--- src/hw/rtl/rtt_est_pkg.sv ---
// Package with shared types, codes and constants of the RTT estimator.
package rtt_est_pkg;

    localparam int unsigned SAMPLE_BITS_DEF = 32;
    localparam int unsigned SAMPLE_W_MAX    = 32;
    localparam int unsigned ERR_W           = 33;
    localparam int unsigned SRTT_W          = 36;
    localparam int unsigned RTTVAR_W        = 35;
    localparam int unsigned RTO_W           = 36;
    localparam int unsigned CNT_W           = 8;
    localparam int unsigned CFG_W           = 32;
    localparam int unsigned CFG_IDX_W       = 2;
    localparam int unsigned OP_W            = 2;

    localparam logic [CFG_W-1:0] MIN_RTO_RESET  = 32'd2000000;
    localparam logic [CFG_W-1:0] MAX_RTO_RESET  = 32'd60000000;
    localparam logic [CNT_W-1:0] MAX_RETX_RESET = 8'd3;
    localparam logic [CNT_W-1:0] CNT_SAT        = 8'hFF;

    localparam logic [OP_W-1:0] OP_INIT    = 2'd0;
    localparam logic [OP_W-1:0] OP_NEW_PKT = 2'd1;
    localparam logic [OP_W-1:0] OP_MEASURE = 2'd2;
    localparam logic [OP_W-1:0] OP_TIMEOUT = 2'd3;

    localparam logic [CFG_IDX_W-1:0] REG_MIN_RTO  = 2'd0;
    localparam logic [CFG_IDX_W-1:0] REG_MAX_RTO  = 2'd1;
    localparam logic [CFG_IDX_W-1:0] REG_MAX_RETX = 2'd2;

    typedef struct packed {
        logic [CFG_W-1:0] min_rto;
        logic [CFG_W-1:0] max_rto;
        logic [CNT_W-1:0] max_retx;
    } t_cfg;

    typedef struct packed {
        logic [RTO_W-1:0] rto;
        logic             give_up;
    } t_result;

endpackage

--- src/hw/rtl/rtt_est_cfg.sv ---
// Configuration register bank of the RTT estimator.
module rtt_est_cfg (
    input  logic                                i_clk,
    input  logic                                i_rst_n,
    input  logic                                i_cfg_we,
    input  logic [rtt_est_pkg::CFG_IDX_W-1:0]   i_cfg_idx,
    input  logic [rtt_est_pkg::CFG_W-1:0]       i_cfg_wdata,
    output rtt_est_pkg::t_cfg                   o_cfg
);

    rtt_est_pkg::t_cfg r_cfg;

    always_ff @(posedge i_clk) begin
        if (!i_rst_n) begin
            r_cfg.min_rto  <= rtt_est_pkg::MIN_RTO_RESET;
            r_cfg.max_rto  <= rtt_est_pkg::MAX_RTO_RESET;
            r_cfg.max_retx <= rtt_est_pkg::MAX_RETX_RESET;
        end else if (i_cfg_we) begin
            case (i_cfg_idx)
                rtt_est_pkg::REG_MIN_RTO: begin
                    r_cfg.min_rto <= i_cfg_wdata;
                end
                rtt_est_pkg::REG_MAX_RTO: begin
                    r_cfg.max_rto <= i_cfg_wdata;
                end
                rtt_est_pkg::REG_MAX_RETX: begin
                    r_cfg.max_retx <= i_cfg_wdata[rtt_est_pkg::CNT_W-1:0];
                end
                default: begin
                end
            endcase
        end
    end

    assign o_cfg = r_cfg;

endmodule

--- src/hw/rtl/rtt_est_core.sv ---
// Estimator state and the single-pass event datapath of the RTT estimator.
module rtt_est_core #(
    parameter int unsigned SAMPLE_BITS = rtt_est_pkg::SAMPLE_BITS_DEF
) (
    input  logic                            i_clk,
    input  logic                            i_rst_n,
    input  logic                            i_advance,
    input  logic [rtt_est_pkg::OP_W-1:0]    i_op,
    input  logic [SAMPLE_BITS-1:0]          i_sample,
    input  rtt_est_pkg::t_cfg               i_cfg,
    output rtt_est_pkg::t_result            o_result
);

    localparam int unsigned ERR_W = rtt_est_pkg::ERR_W;

    logic [rtt_est_pkg::SRTT_W-1:0]   r_srtt;
    logic [rtt_est_pkg::RTTVAR_W-1:0] r_rttvar;
    logic [rtt_est_pkg::RTO_W-1:0]    r_rto;
    logic [rtt_est_pkg::CNT_W-1:0]    r_retx;

    logic [rtt_est_pkg::SRTT_W-1:0]   n_srtt;
    logic [rtt_est_pkg::RTTVAR_W-1:0] n_rttvar;
    logic [rtt_est_pkg::RTO_W-1:0]    n_rto;
    logic [rtt_est_pkg::CNT_W-1:0]    n_retx;
    logic                             w_give_up;

    logic [ERR_W-1:0]                 w_sample;
    logic [ERR_W-1:0]                 w_old_avg;
    logic [ERR_W-1:0]                 w_abs_err;
    logic [rtt_est_pkg::SRTT_W-1:0]   w_srtt_meas;
    logic [rtt_est_pkg::RTTVAR_W-1:0] w_rttvar_meas;
    logic [rtt_est_pkg::RTO_W-1:0]    w_rto_meas;
    logic [rtt_est_pkg::RTO_W:0]      w_rto_dbl;
    logic [rtt_est_pkg::RTO_W-1:0]    w_rto_clamp;
    logic [rtt_est_pkg::CNT_W-1:0]    w_retx_inc;

    assign w_sample  = {{(ERR_W - SAMPLE_BITS){1'b0}}, i_sample};
    assign w_old_avg = r_srtt[rtt_est_pkg::SRTT_W-1:3];
    assign w_abs_err = (w_sample >= w_old_avg) ? (w_sample - w_old_avg)
                                               : (w_old_avg - w_sample);

    assign w_srtt_meas = r_srtt - {3'b000, w_old_avg} + {3'b000, w_sample};
    assign w_rttvar_meas = r_rttvar - {2'b00, r_rttvar[rtt_est_pkg::RTTVAR_W-1:2]}
                         + {2'b00, w_abs_err};
    assign w_rto_meas = {3'b000, w_srtt_meas[rtt_est_pkg::SRTT_W-1:3]}
                      + {1'b0, w_rttvar_meas};

    // The lower clamp is tested first, so it wins when the limits cross.
    assign w_rto_dbl = {r_rto, 1'b0};
    always_comb begin
        if (w_rto_dbl < {5'd0, i_cfg.min_rto}) begin
            w_rto_clamp = {4'd0, i_cfg.min_rto};
        end else if (w_rto_dbl > {5'd0, i_cfg.max_rto}) begin
            w_rto_clamp = {4'd0, i_cfg.max_rto};
        end else begin
            w_rto_clamp = w_rto_dbl[rtt_est_pkg::RTO_W-1:0];
        end
    end

    assign w_retx_inc = (r_retx != rtt_est_pkg::CNT_SAT) ? (r_retx + 8'd1) : r_retx;

    always_comb begin
        n_srtt    = r_srtt;
        n_rttvar  = r_rttvar;
        n_rto     = r_rto;
        n_retx    = r_retx;
        w_give_up = 1'b0;
        case (i_op)
            rtt_est_pkg::OP_INIT: begin
                n_srtt   = '0;
                n_rttvar = '0;
                n_rto    = {4'd0, i_cfg.min_rto};
            end
            rtt_est_pkg::OP_NEW_PKT: begin
                n_retx = '0;
            end
            rtt_est_pkg::OP_MEASURE: begin
                n_srtt   = w_srtt_meas;
                n_rttvar = w_rttvar_meas;
                n_rto    = w_rto_meas;
            end
            rtt_est_pkg::OP_TIMEOUT: begin
                n_rto     = w_rto_clamp;
                n_retx    = w_retx_inc;
                w_give_up = (w_retx_inc > i_cfg.max_retx);
            end
            default: begin
            end
        endcase
    end

    always_ff @(posedge i_clk) begin
        if (!i_rst_n) begin
            r_srtt   <= '0;
            r_rttvar <= '0;
            r_rto    <= {4'd0, rtt_est_pkg::MIN_RTO_RESET};
            r_retx   <= '0;
        end else if (i_advance) begin
            r_srtt   <= n_srtt;
            r_rttvar <= n_rttvar;
            r_rto    <= n_rto;
            r_retx   <= n_retx;
        end
    end

    assign o_result.rto     = n_rto;
    assign o_result.give_up = w_give_up;

endmodule

--- src/hw/rtl/rtt_estimator_rto_backoff_top.sv ---
// Top level of the RTT estimator with exponential timeout backoff.
// Each transaction on the input channel is one event (init, new packet, measured
// sample or timeout) and produces exactly one result transaction carrying the
// retransmission timeout in microseconds and the give-up flag. An event is taken
// into an input register, processed by the event datapath while the estimator
// state is updated, and the result is held in an output register. One event per
// cycle is sustained; only a stalled output channel slows the block down.
// Configuration writes take effect on the next event and should be made while
// no event is in flight.
module rtt_estimator_rto_backoff_top #(
    parameter int unsigned SAMPLE_BITS = rtt_est_pkg::SAMPLE_BITS_DEF
) (
    input  logic                                i_clk,
    input  logic                                i_rst_n,
    input  logic                                i_cfg_we,
    input  logic [rtt_est_pkg::CFG_IDX_W-1:0]   i_cfg_idx,
    input  logic [rtt_est_pkg::CFG_W-1:0]       i_cfg_wdata,
    input  logic                                i_in_valid,
    output logic                                o_in_ready,
    input  logic [rtt_est_pkg::OP_W-1:0]        i_operation,
    input  logic [rtt_est_pkg::SAMPLE_W_MAX-1:0] i_sample_us,
    output logic                                o_out_valid,
    input  logic                                i_out_ready,
    output logic [rtt_est_pkg::RTO_W-1:0]       o_rto_us,
    output logic                                o_give_up
);

    rtt_est_pkg::t_cfg    w_cfg;
    rtt_est_pkg::t_result w_result;

    logic                           r_in_valid;
    logic [rtt_est_pkg::OP_W-1:0]   r_op;
    logic [SAMPLE_BITS-1:0]         r_sample;
    logic                           r_out_valid;
    rtt_est_pkg::t_result           r_result;
    logic                           w_advance;
    logic                           w_in_take;

    assign w_advance  = r_in_valid && (!r_out_valid || i_out_ready);
    assign o_in_ready = !r_in_valid || w_advance;
    assign w_in_take  = i_in_valid && o_in_ready;

    rtt_est_cfg u_cfg (
        .i_clk       (i_clk),
        .i_rst_n     (i_rst_n),
        .i_cfg_we    (i_cfg_we),
        .i_cfg_idx   (i_cfg_idx),
        .i_cfg_wdata (i_cfg_wdata),
        .o_cfg       (w_cfg)
    );

    rtt_est_core #(
        .SAMPLE_BITS (SAMPLE_BITS)
    ) u_core (
        .i_clk     (i_clk),
        .i_rst_n   (i_rst_n),
        .i_advance (w_advance),
        .i_op      (r_op),
        .i_sample  (r_sample),
        .i_cfg     (w_cfg),
        .o_result  (w_result)
    );

    always_ff @(posedge i_clk) begin
        if (!i_rst_n) begin
            r_in_valid <= 1'b0;
        end else if (w_in_take) begin
            r_in_valid <= 1'b1;
        end else if (w_advance) begin
            r_in_valid <= 1'b0;
        end
    end

    always_ff @(posedge i_clk) begin
        if (w_in_take) begin
            r_op     <= i_operation;
            r_sample <= i_sample_us[SAMPLE_BITS-1:0];
        end
    end

    always_ff @(posedge i_clk) begin
        if (!i_rst_n) begin
            r_out_valid <= 1'b0;
        end else if (w_advance) begin
            r_out_valid <= 1'b1;
        end else if (i_out_ready) begin
            r_out_valid <= 1'b0;
        end
    end

    always_ff @(posedge i_clk) begin
        if (w_advance) begin
            r_result <= w_result;
        end
    end

    assign o_out_valid = r_out_valid;
    assign o_rto_us    = r_result.rto;
    assign o_give_up   = r_result.give_up;

    a_give_up_on_timeout_only: assert property (
        @(posedge i_clk) disable iff (!i_rst_n)
        (w_advance && w_result.give_up) |-> (r_op == rtt_est_pkg::OP_TIMEOUT)
    ) else $error("give-up raised for an event other than a timeout");

    a_init_sets_min: assert property (
        @(posedge i_clk) disable iff (!i_rst_n)
        (w_advance && r_op == rtt_est_pkg::OP_INIT)
            |=> (o_rto_us == {4'd0, $past(w_cfg.min_rto)}) && !o_give_up
    ) else $error("init did not set the timeout to the lower limit");

    a_result_from_event: assert property (
        @(posedge i_clk) disable iff (!i_rst_n)
        $rose(r_out_valid) |-> $past(w_advance)
    ) else $error("result appeared without an event being processed");

    a_no_result_overwrite: assert property (
        @(posedge i_clk) disable iff (!i_rst_n)
        (r_out_valid && !i_out_ready) |-> !w_advance
    ) else $error("pending result overwritten by a new event");

endmodule

--- config.mk ---
export PLATFORM = sky130hd
export DESIGN_NAME = rtt_estimator_rto_backoff_top
export DESIGN_NICKNAME = d
export VERILOG_FILES = /design/src/hw/rtl/rtt_est_pkg.sv /design/src/hw/rtl/rtt_est_cfg.sv /design/src/hw/rtl/rtt_est_core.sv /design/src/hw/rtl/rtt_estimator_rto_backoff_top.sv
export SDC_FILE = /design/constraint.sdc
export NUM_CORES = 1
export LEC_CHECK = 0
export BUFFER_PORTS_ARGS = -buffer_cell sky130_fd_sc_hd__buf_2
export CAP_MARGIN = 40
export CORE_UTILIZATION = 35
export CTS_BUF_LIST = sky130_fd_sc_hd__clkbuf_2 sky130_fd_sc_hd__clkbuf_4 sky130_fd_sc_hd__clkbuf_8
export CTS_CLUSTER_SIZE = 12
export DETAILED_ROUTE_END_ITERATION = 7
export SYNTH_ARGS = -nofsm -noshare
export SYNTH_HDL_FRONTEND = slang
export SYNTH_SLANG_ARGS = --single-unit
export TNS_END_PERCENT = 30
--- constraint.sdc ---
create_clock -name i_clk -period 10.25 [get_ports i_clk]
set_clock_uncertainty 0.2 [all_clocks]
set_input_delay 1.025 -clock i_clk [delete_from_list [all_inputs] [get_ports i_clk]]
set_output_delay 1.025 -clock i_clk [all_outputs]
set_load 0.01 [all_outputs]
---- After elaboration in Yosys (flattened, before gate mapping) ----
Index checks and enable logic that the tools add are counted.
operators by class
  magnitude comparators ................... 4
  mux-type cells .......................... 12
  bitwise logic cells ..................... 0
  shift operators ......................... 0
  eq/ne operators ......................... 6
  divide/modulo/power cells ............... 0
  multipliers ............................. 0
  add/subtract/negate cells ............... 8
  reductions and logical operators ........ 17
operator list
  operator                                                               number
  36-bit one-hot mux with 3 select lines                                 1
  36-bit 2-to-1 mux                                                      2
  36-bit one-hot mux with 2 select lines                                 1
  35-bit one-hot mux with 2 select lines                                 1
  37-bit by 32-bit greater-than comparator with 1-bit output             1
  37-bit by 32-bit < comparator with 1-bit output                        1
  33-bit by 35-bit adder with 36-bit output                              1
  36-bit by 32-bit adder with 36-bit output                              1
  36-bit by 33-bit subtractor with 36-bit output                         1
  35-bit by 33-bit adder with 35-bit output                              1
  35-bit by 33-bit subtractor with 35-bit output                         1
  32-bit by 33-bit greater-or-equal comparator with 1-bit output         1
  33-bit 2-to-1 mux                                                      1
  32-bit by 33-bit subtractor with 33-bit output                         1
  33-bit by 32-bit subtractor with 33-bit output                         1
  8-bit one-hot mux with 2 select lines                                  1
  2-bit AND reduction                                                    5
  8-bit by 1-bit adder with 8-bit output, second input constant          1
  8-bit greater-than comparator                                          1
  8-bit 2-to-1 mux                                                       1
  8-bit inequality test, second input constant                           1
  2-bit nonzero test                                                     4
  2-bit equality test, second input constant                             3
  2-bit by 1-bit equality test with 1-bit output, second input constant  2
  other kinds (5)                                                        12
storage, ports and cells
  bits in registers ....................... 260
  logic and storage cells ................. 60
  bits of input ports ..................... 73
  latch bits .............................. 0
  output and inout bits ................... 39
  memory bits (read-only) ................. 0
  bits in writable memories ............... 0
  memories kept ........................... 0

---- Depth between registers and ports, before layout ----
  depth in word-level cells ............... 6
  depth in mapped cells ................... 39
  gate-level depth less buffers ........... 36

---- Hierarchy ----
A second synthesis with hierarchy kept.
unflattened totals
  cells, all modules ...................... 2769
  area total of the unflattened synthesis .. 23199.8 um^2
modules (own cells, without submodules)
  module                         area an instance (um^2)  instances  sequential area each (um^2)  cells each
  rtt_est_core                   18112.4                  1          2302.2                       2403
  rtt_est_cfg                    2851.5                   1          1441.4                       286
  rtt_estimator_rto_backoff_top  2235.9                   1          2172.1                       80

---- Worst setup path after synthesis ----
No wires, ideal clock.
  path kind ............................... flip-flop to flip-flop
  start point ............................. reg r_sample[6]
  end point ............................... reg r_result, in the netlist o_rto_us[33] (data pin)
  cell stages (with the launch flop) ...... 35
  setup slack ............................. 2446 ps
  setup time .............................. 256 ps
  arrival time ............................ 7347 ps
  clock period less this slack ............ 7804 ps
  buffers on the path ..................... 3
  required time ........................... 9794 ps
  cells stage by stage .................... edfxtp_1 -> inv_1 -> ha_1 -> buf_2 -> a211o_1 -> o211ai_1 -> nor3b_1 -> a31oi_1 -> a31oi_2 -> o31ai_4 -> o21ai_4 -> buf_6 -> buf_2 -> mux2_2 -> fa_1 -> fa_1 -> a21o_1 -> a21oi_1 -> o21ai_0 -> a21o_1 -> a31oi_2 -> o21ai_0 -> a21o_1 -> a21oi_1 -> xnor2_1 -> ha_1 -> a21o_1 -> a211o_1 -> a21oi_1 -> o21ai_0 -> a22oi_1 -> o31ai_1 -> o41ai_1 -> xnor2_1 -> a22o_1
on the way
  cells in the longest elaborated chain, start to end .. 5
  elaborated cells between the ends (all ways) .. 8
  those cells by class .................... add/sub (5); order compare (1); mux (2)
RTL lines
  item                                                                    line                                 text
  start, declared                                                         rtt_estimator_rto_backoff_top.sv:33  logic [SAMPLE_BITS-1:0] r_sample;
  start signal, assigned                                                  rtt_estimator_rto_backoff_top.sv:77  r_sample <= i_sample_us[SAMPLE_BITS-1:0];
  33-bit by 32-bit subtractor with 33-bit output (tied with other cells)  rtt_est_core.sv:40                   : (w_old_avg - w_sample);
  33-bit 2-to-1 mux                                                       rtt_est_core.sv:39                   assign w_abs_err = (w_sample >= w_old_avg) ? (w_sample - w_old_avg)
  35-bit by 33-bit adder with 35-bit output                               rtt_est_core.sv:44                   + {2'b00, w_abs_err};
  33-bit by 35-bit adder with 36-bit output (*)                           rtt_est_core.sv:46                   + {1'b0, w_rttvar_meas};
  36-bit one-hot mux with 3 select lines (*)                              rtt_est_core.sv:68                   case (i_op)
  net u_core.n_rto, one bit                                               rtt_est_core.sv:23                   logic [rtt_est_pkg::RTO_W-1:0] n_rto;
  end signal, assigned                                                    rtt_estimator_rto_backoff_top.sv:93  r_result <= w_result;
  end, declared                                                           rtt_estimator_rto_backoff_top.sv:35  rtt_est_pkg::t_result r_result;
The timed path passes the listed nets; every way through them passes the cells marked *.
A chain may end at the register's enable or synchronous reset.

---- Worst setup path in the final report ----
  start point ............................. reg r_sample[6]
  end point ............................... reg r_result, in the netlist o_rto_us[35] (data pin)
Same word-level chain as after synthesis.

==> results.md <==
- The net count after synthesis is 2977.
- The average vias per placed instance is between 5 and 6.
- The kind of end point of the critical path is a flip-flop.
- The final count of pins violating max slew is 0.
- For this design, the CTS-stage hold fixing added 0 buffers.
- The startpoint of the tightest hold check path is u_cfg.o_cfg[41].
- The highest achievable clock rate is 104.4 MHz.
- The launch point of the worst path is r_sample[6].
- After detailed routing, the number of remaining DRC violations is 0.
- TritonCTS built the clock tree.
- The maximum number of pins on one net before global-route repair is ~80.
- For the worst setup path, the data required time is roughly 10 ns.
- The critical setup path kind is reg2reg.
- The total global routing overflow is 0.
- The arrival time reported for the critical path endpoint is 9.75 ns.
- From left edge to right edge, the die measures about 250 um.
- The cell at the slowest stage of the critical path is a221oi_2.
- Of all nets on the critical path, the largest fanout is 15.
- A synthesized cell averages roughly 8.5 um^2.
- In this run, synthesis inferred 71 flip-flops with an integrated enable.
- The part of the cycle the worst path needs is 0.9345.
- The number of global-route vias before repair is 19250.
- The number of gates given a new drive strength after cts is 0.
- The core area is 0.06205 mm^2.
- The min-delay analysis places its worst path in the category reg2reg.
- The source-to-sink clock delay at the later pin of the worst-skew pair is 0.67 ns.
- Summed over all layers, the routed wires come to 70200 um.
- Routability-driven placement finished with a final weighted congestion of roughly 0.9.
- The number of buffers inserted by port buffering is roughly 110.
- Clock-pin slew was measured on the worst setup and hold paths at 0.06 ns.
- The first detailed-routing pass ran for 6 iterations.
- The number of antenna violations at the first check in global routing came to 0.
- The maximum level of the CTS H-tree is 2.
- The largest stage delay on the critical path is around 0.51 ns.
- Summing internal, switching and leakage power gives ~0.008 W.
- The number of buffers on the longest clock path is 3.
- The top cell types in the final layout, fill and taps aside, are 293 x inv_1, 240 x ha_1, 228 x a21oi_1.
- The worst pin sits at a relative slew slack of 0.4446.
- The number of antenna diodes in the final layout is 0.
- Across the run, the number of max-cap violations was 0.
- In this run, the number of DRC markers left after iteration 0 of detailed routing was between 1000 and 1500.
- For this run, the post-layout net count is 3056.
- The peak supply drop is roughly 0.17 mV.
- Once detail routing completed, the nets flagged for antenna violations numbered 0.
- The HPWL after detailed placement is roughly 53000 um.
- Dividing total power by cell area gives a power density of between 300 and 400 mW/mm^2.
- The leakage power summed over all cells is between 10 and 15 nW.
- The clock drives 260 sinks.
- around 110 I/O pins were placed.
- The proportion of synthesized chip area in sequential cells is 0.2680.
- The placement row count is between 90 and 100.
- For the pin with the worst max-slew slack, the measured transition is around 0.83 ns.
- Dividing the detail-routed wire length by the instance count gives about 20 um.
- For this block, the via count after detailed routing is around 20000.
- The number of fillers in the final layout is between 6000 and 7000.
- In this run the vertical extent of the chip is around 250 um.
- The number of different library cells in the post-synthesis netlist is ~90.
- In this run the post-CTS setup repair buffer count came out at 0.
- The number of hold-slack violations in the final timing report is 0.
- In this run the clock root is driven by a clkbuf_8.
- The cell type group with the largest total delay on the critical path is compound AO/OA/AOI/OAI gates.
- Counting both buffers and inverters, the worst setup path holds a total of 2.
- The flow ran to the end, and the final reports show no timing, DRC or antenna violations.
- Summing every instance area after synthesis gives between 0.02 and 0.025 mm^2.
- For this run, the number of Yosys warnings is 0.
- Setup total negative slack on the finished layout was measured at 0 ns.
- Synthesis produced ~2600 cells.
- The synthesis-stage register bit count is between 200 and 300.
- The commonest non-fill, non-tap cell in the layout is inv_1.
- Setup violations remaining at the end of the flow were counted as 0.
- The proportion of layout cells with a drive suffix above 1 is 0.1035.
- The area growth from synthesis to layout is 11.41%.
- The most used flip-flop cell after synthesis is dfxtp_1.
- The global-route wire length before repair is 108200 um.
- The die area is 0.06409 mm^2.
- Across every metal layer, demand over resource in global routing totals 0.2162.
- The initial standard-cell utilization of the core is 0.3558.
- Setup repair after global routing left no endpoint under its margin.
- The worst path in the final design needs a cycle of approximately 9.6 ns, including I/O delays and setup.
- The async set-reset flop share out of synthesis is 0.
- The worst setup path is launched from a flip-flop.
- The number of clock buffers added by TritonCTS is 50.
- The reg-to-reg critical path startpoint is r_sample[6].
path summary, 6_finish.rpt:
kind                endpoint  slack [ns]  depth (start not counted)
max             o_rto_us[35]        0.67                         35
min          u_cfg.o_cfg[41]        0.28                          2
max reg2reg     o_rto_us[35]        0.67                         35
min reg2reg  u_cfg.o_cfg[41]        0.28                          2
power breakdown:
part | internal (W) | switching, W
Clock | 0.000659 | 0.000521
Sequential | 0.00120 | 0.0000891
Combinational | 0.00213 | 0.00337
state kept, by name, indices dropped and copies added (netlist names):
register,count
r_in_valid,1
u_cfg.o_cfg,72
u_core.r_retx,8
u_core.r_rttvar,35
r_sample,32
u_core.r_rto,36
o_rto_us,36
r_op,2
o_out_valid,1
u_core.r_srtt,36
o_give_up,1
cell type report:
class	count	area [um^2]	area share
inverters	296	1111	0.04517
clock inverters	24	249.0	0.01012
clock buffers	68	867.1	0.03525
flip-flops and latches	260	5916	0.2405
repair buffers	136	782.0	0.03179
well taps	837	1047	0.04258
multi-input cells	1931	14620	0.5946
worst register-to-register path: cells and delay by family, from the launching register on:
kind | cells | cell delay [ns]
XOR/XNOR | 2 | 0.51
AND/OR/NAND/NOR | 7 | 0.94
AO/OA/AOI/OAI | 19 | 5.01
multiplexers | 1 | 0.33
adder cells (fa/ha/maj) | 4 | 1.50
flip-flops | 1 | 0.39
buffers and inverters | 2 | 0.44
through the flow:
stage,utilization,area [um^2],std cells,worst slack (ns),hold WS (ns)
after global placement,0.3774,23420,3457,1.050,0.2569
after floorplan,-,22080,2596,2.446,0.2435
after CTS,0.3964,24600,3552,0.8494,0.2746
after global routing,0.3964,24600,3552,0.1027,0.3059
final,0.3964,24600,3552,0.6717,0.2774
after detailed placement,0.3784,23480,3460,0.8993,0.2621
cells in the mapped netlist (5+ instances only):
library cell	number	area [um^2]
o22ai_1	19	118.9
a31oi_1	38	237.7
a221oi_1	9	78.83
o221ai_1	16	140.1
edfxtp_1	71	2132
o21a_1	22	165.2
a22o_1	24	210.2
o21bai_1	38	285.3
o31ai_1	9	67.56
mux2i_1	43	430.4
o221a_2	12	135.1
a31o_2	5	43.79
xnor2_1	88	770.7
dfxtp_1	189	3784
a211o_1	9	78.83
and2_1	5	31.28
a221o_1	6	60.06
nor4_1	6	37.54
nor3_1	30	150.1
nand2_1	223	837.1
a21o_1	109	818.3
a21boi_0	47	352.8
o21ai_0	108	540.5
a211oi_1	13	97.59
xor2_1	43	376.6
inv_1	294	1104
or3_1	6	37.54
nand2b_1	18	112.6
buf_2	21	105.1
nor2b_1	78	488.0
o21ai_1	13	65.06
and3_1	10	62.56
nor2_1	115	431.7
fa_1	68	1361
a21oi_1	229	1146
o211ai_1	30	225.2
a22oi_1	69	518.0
nand4_1	30	187.7
clkbuf_1	80	300.3
nand3_1	29	145.1
ha_1	240	3003
logic make-up (layout without fill, tap and decap cells):
logic type / after synthesis / in the layout / synth area share
buffers and inverters: 405 / 524 / 0.07129
AND/OR/NAND/NOR: 577 / 577 / 0.1242
AO/OA/AOI/OAI: 867 / 867 / 0.2644
multiplexers: 48 / 48 / 0.02256
adder cells (fa/ha/maj): 308 / 308 / 0.1977
XOR/XNOR: 131 / 131 / 0.05197
flip-flops: 260 / 260 / 0.2680
routing by layer:
metal | vias up | GRT usage | wire (um)
met3 | 113 | 0.02590 | 3693
met2 | 639 | 0.3534 | 31860
met4 | 0 | 0.06857 | 1830
met1 | 9393 | 0.2952 | 32810
li1 | 9410 | - | -
met5 | - | 0 | 0
(Power assumes the default switching activity.)
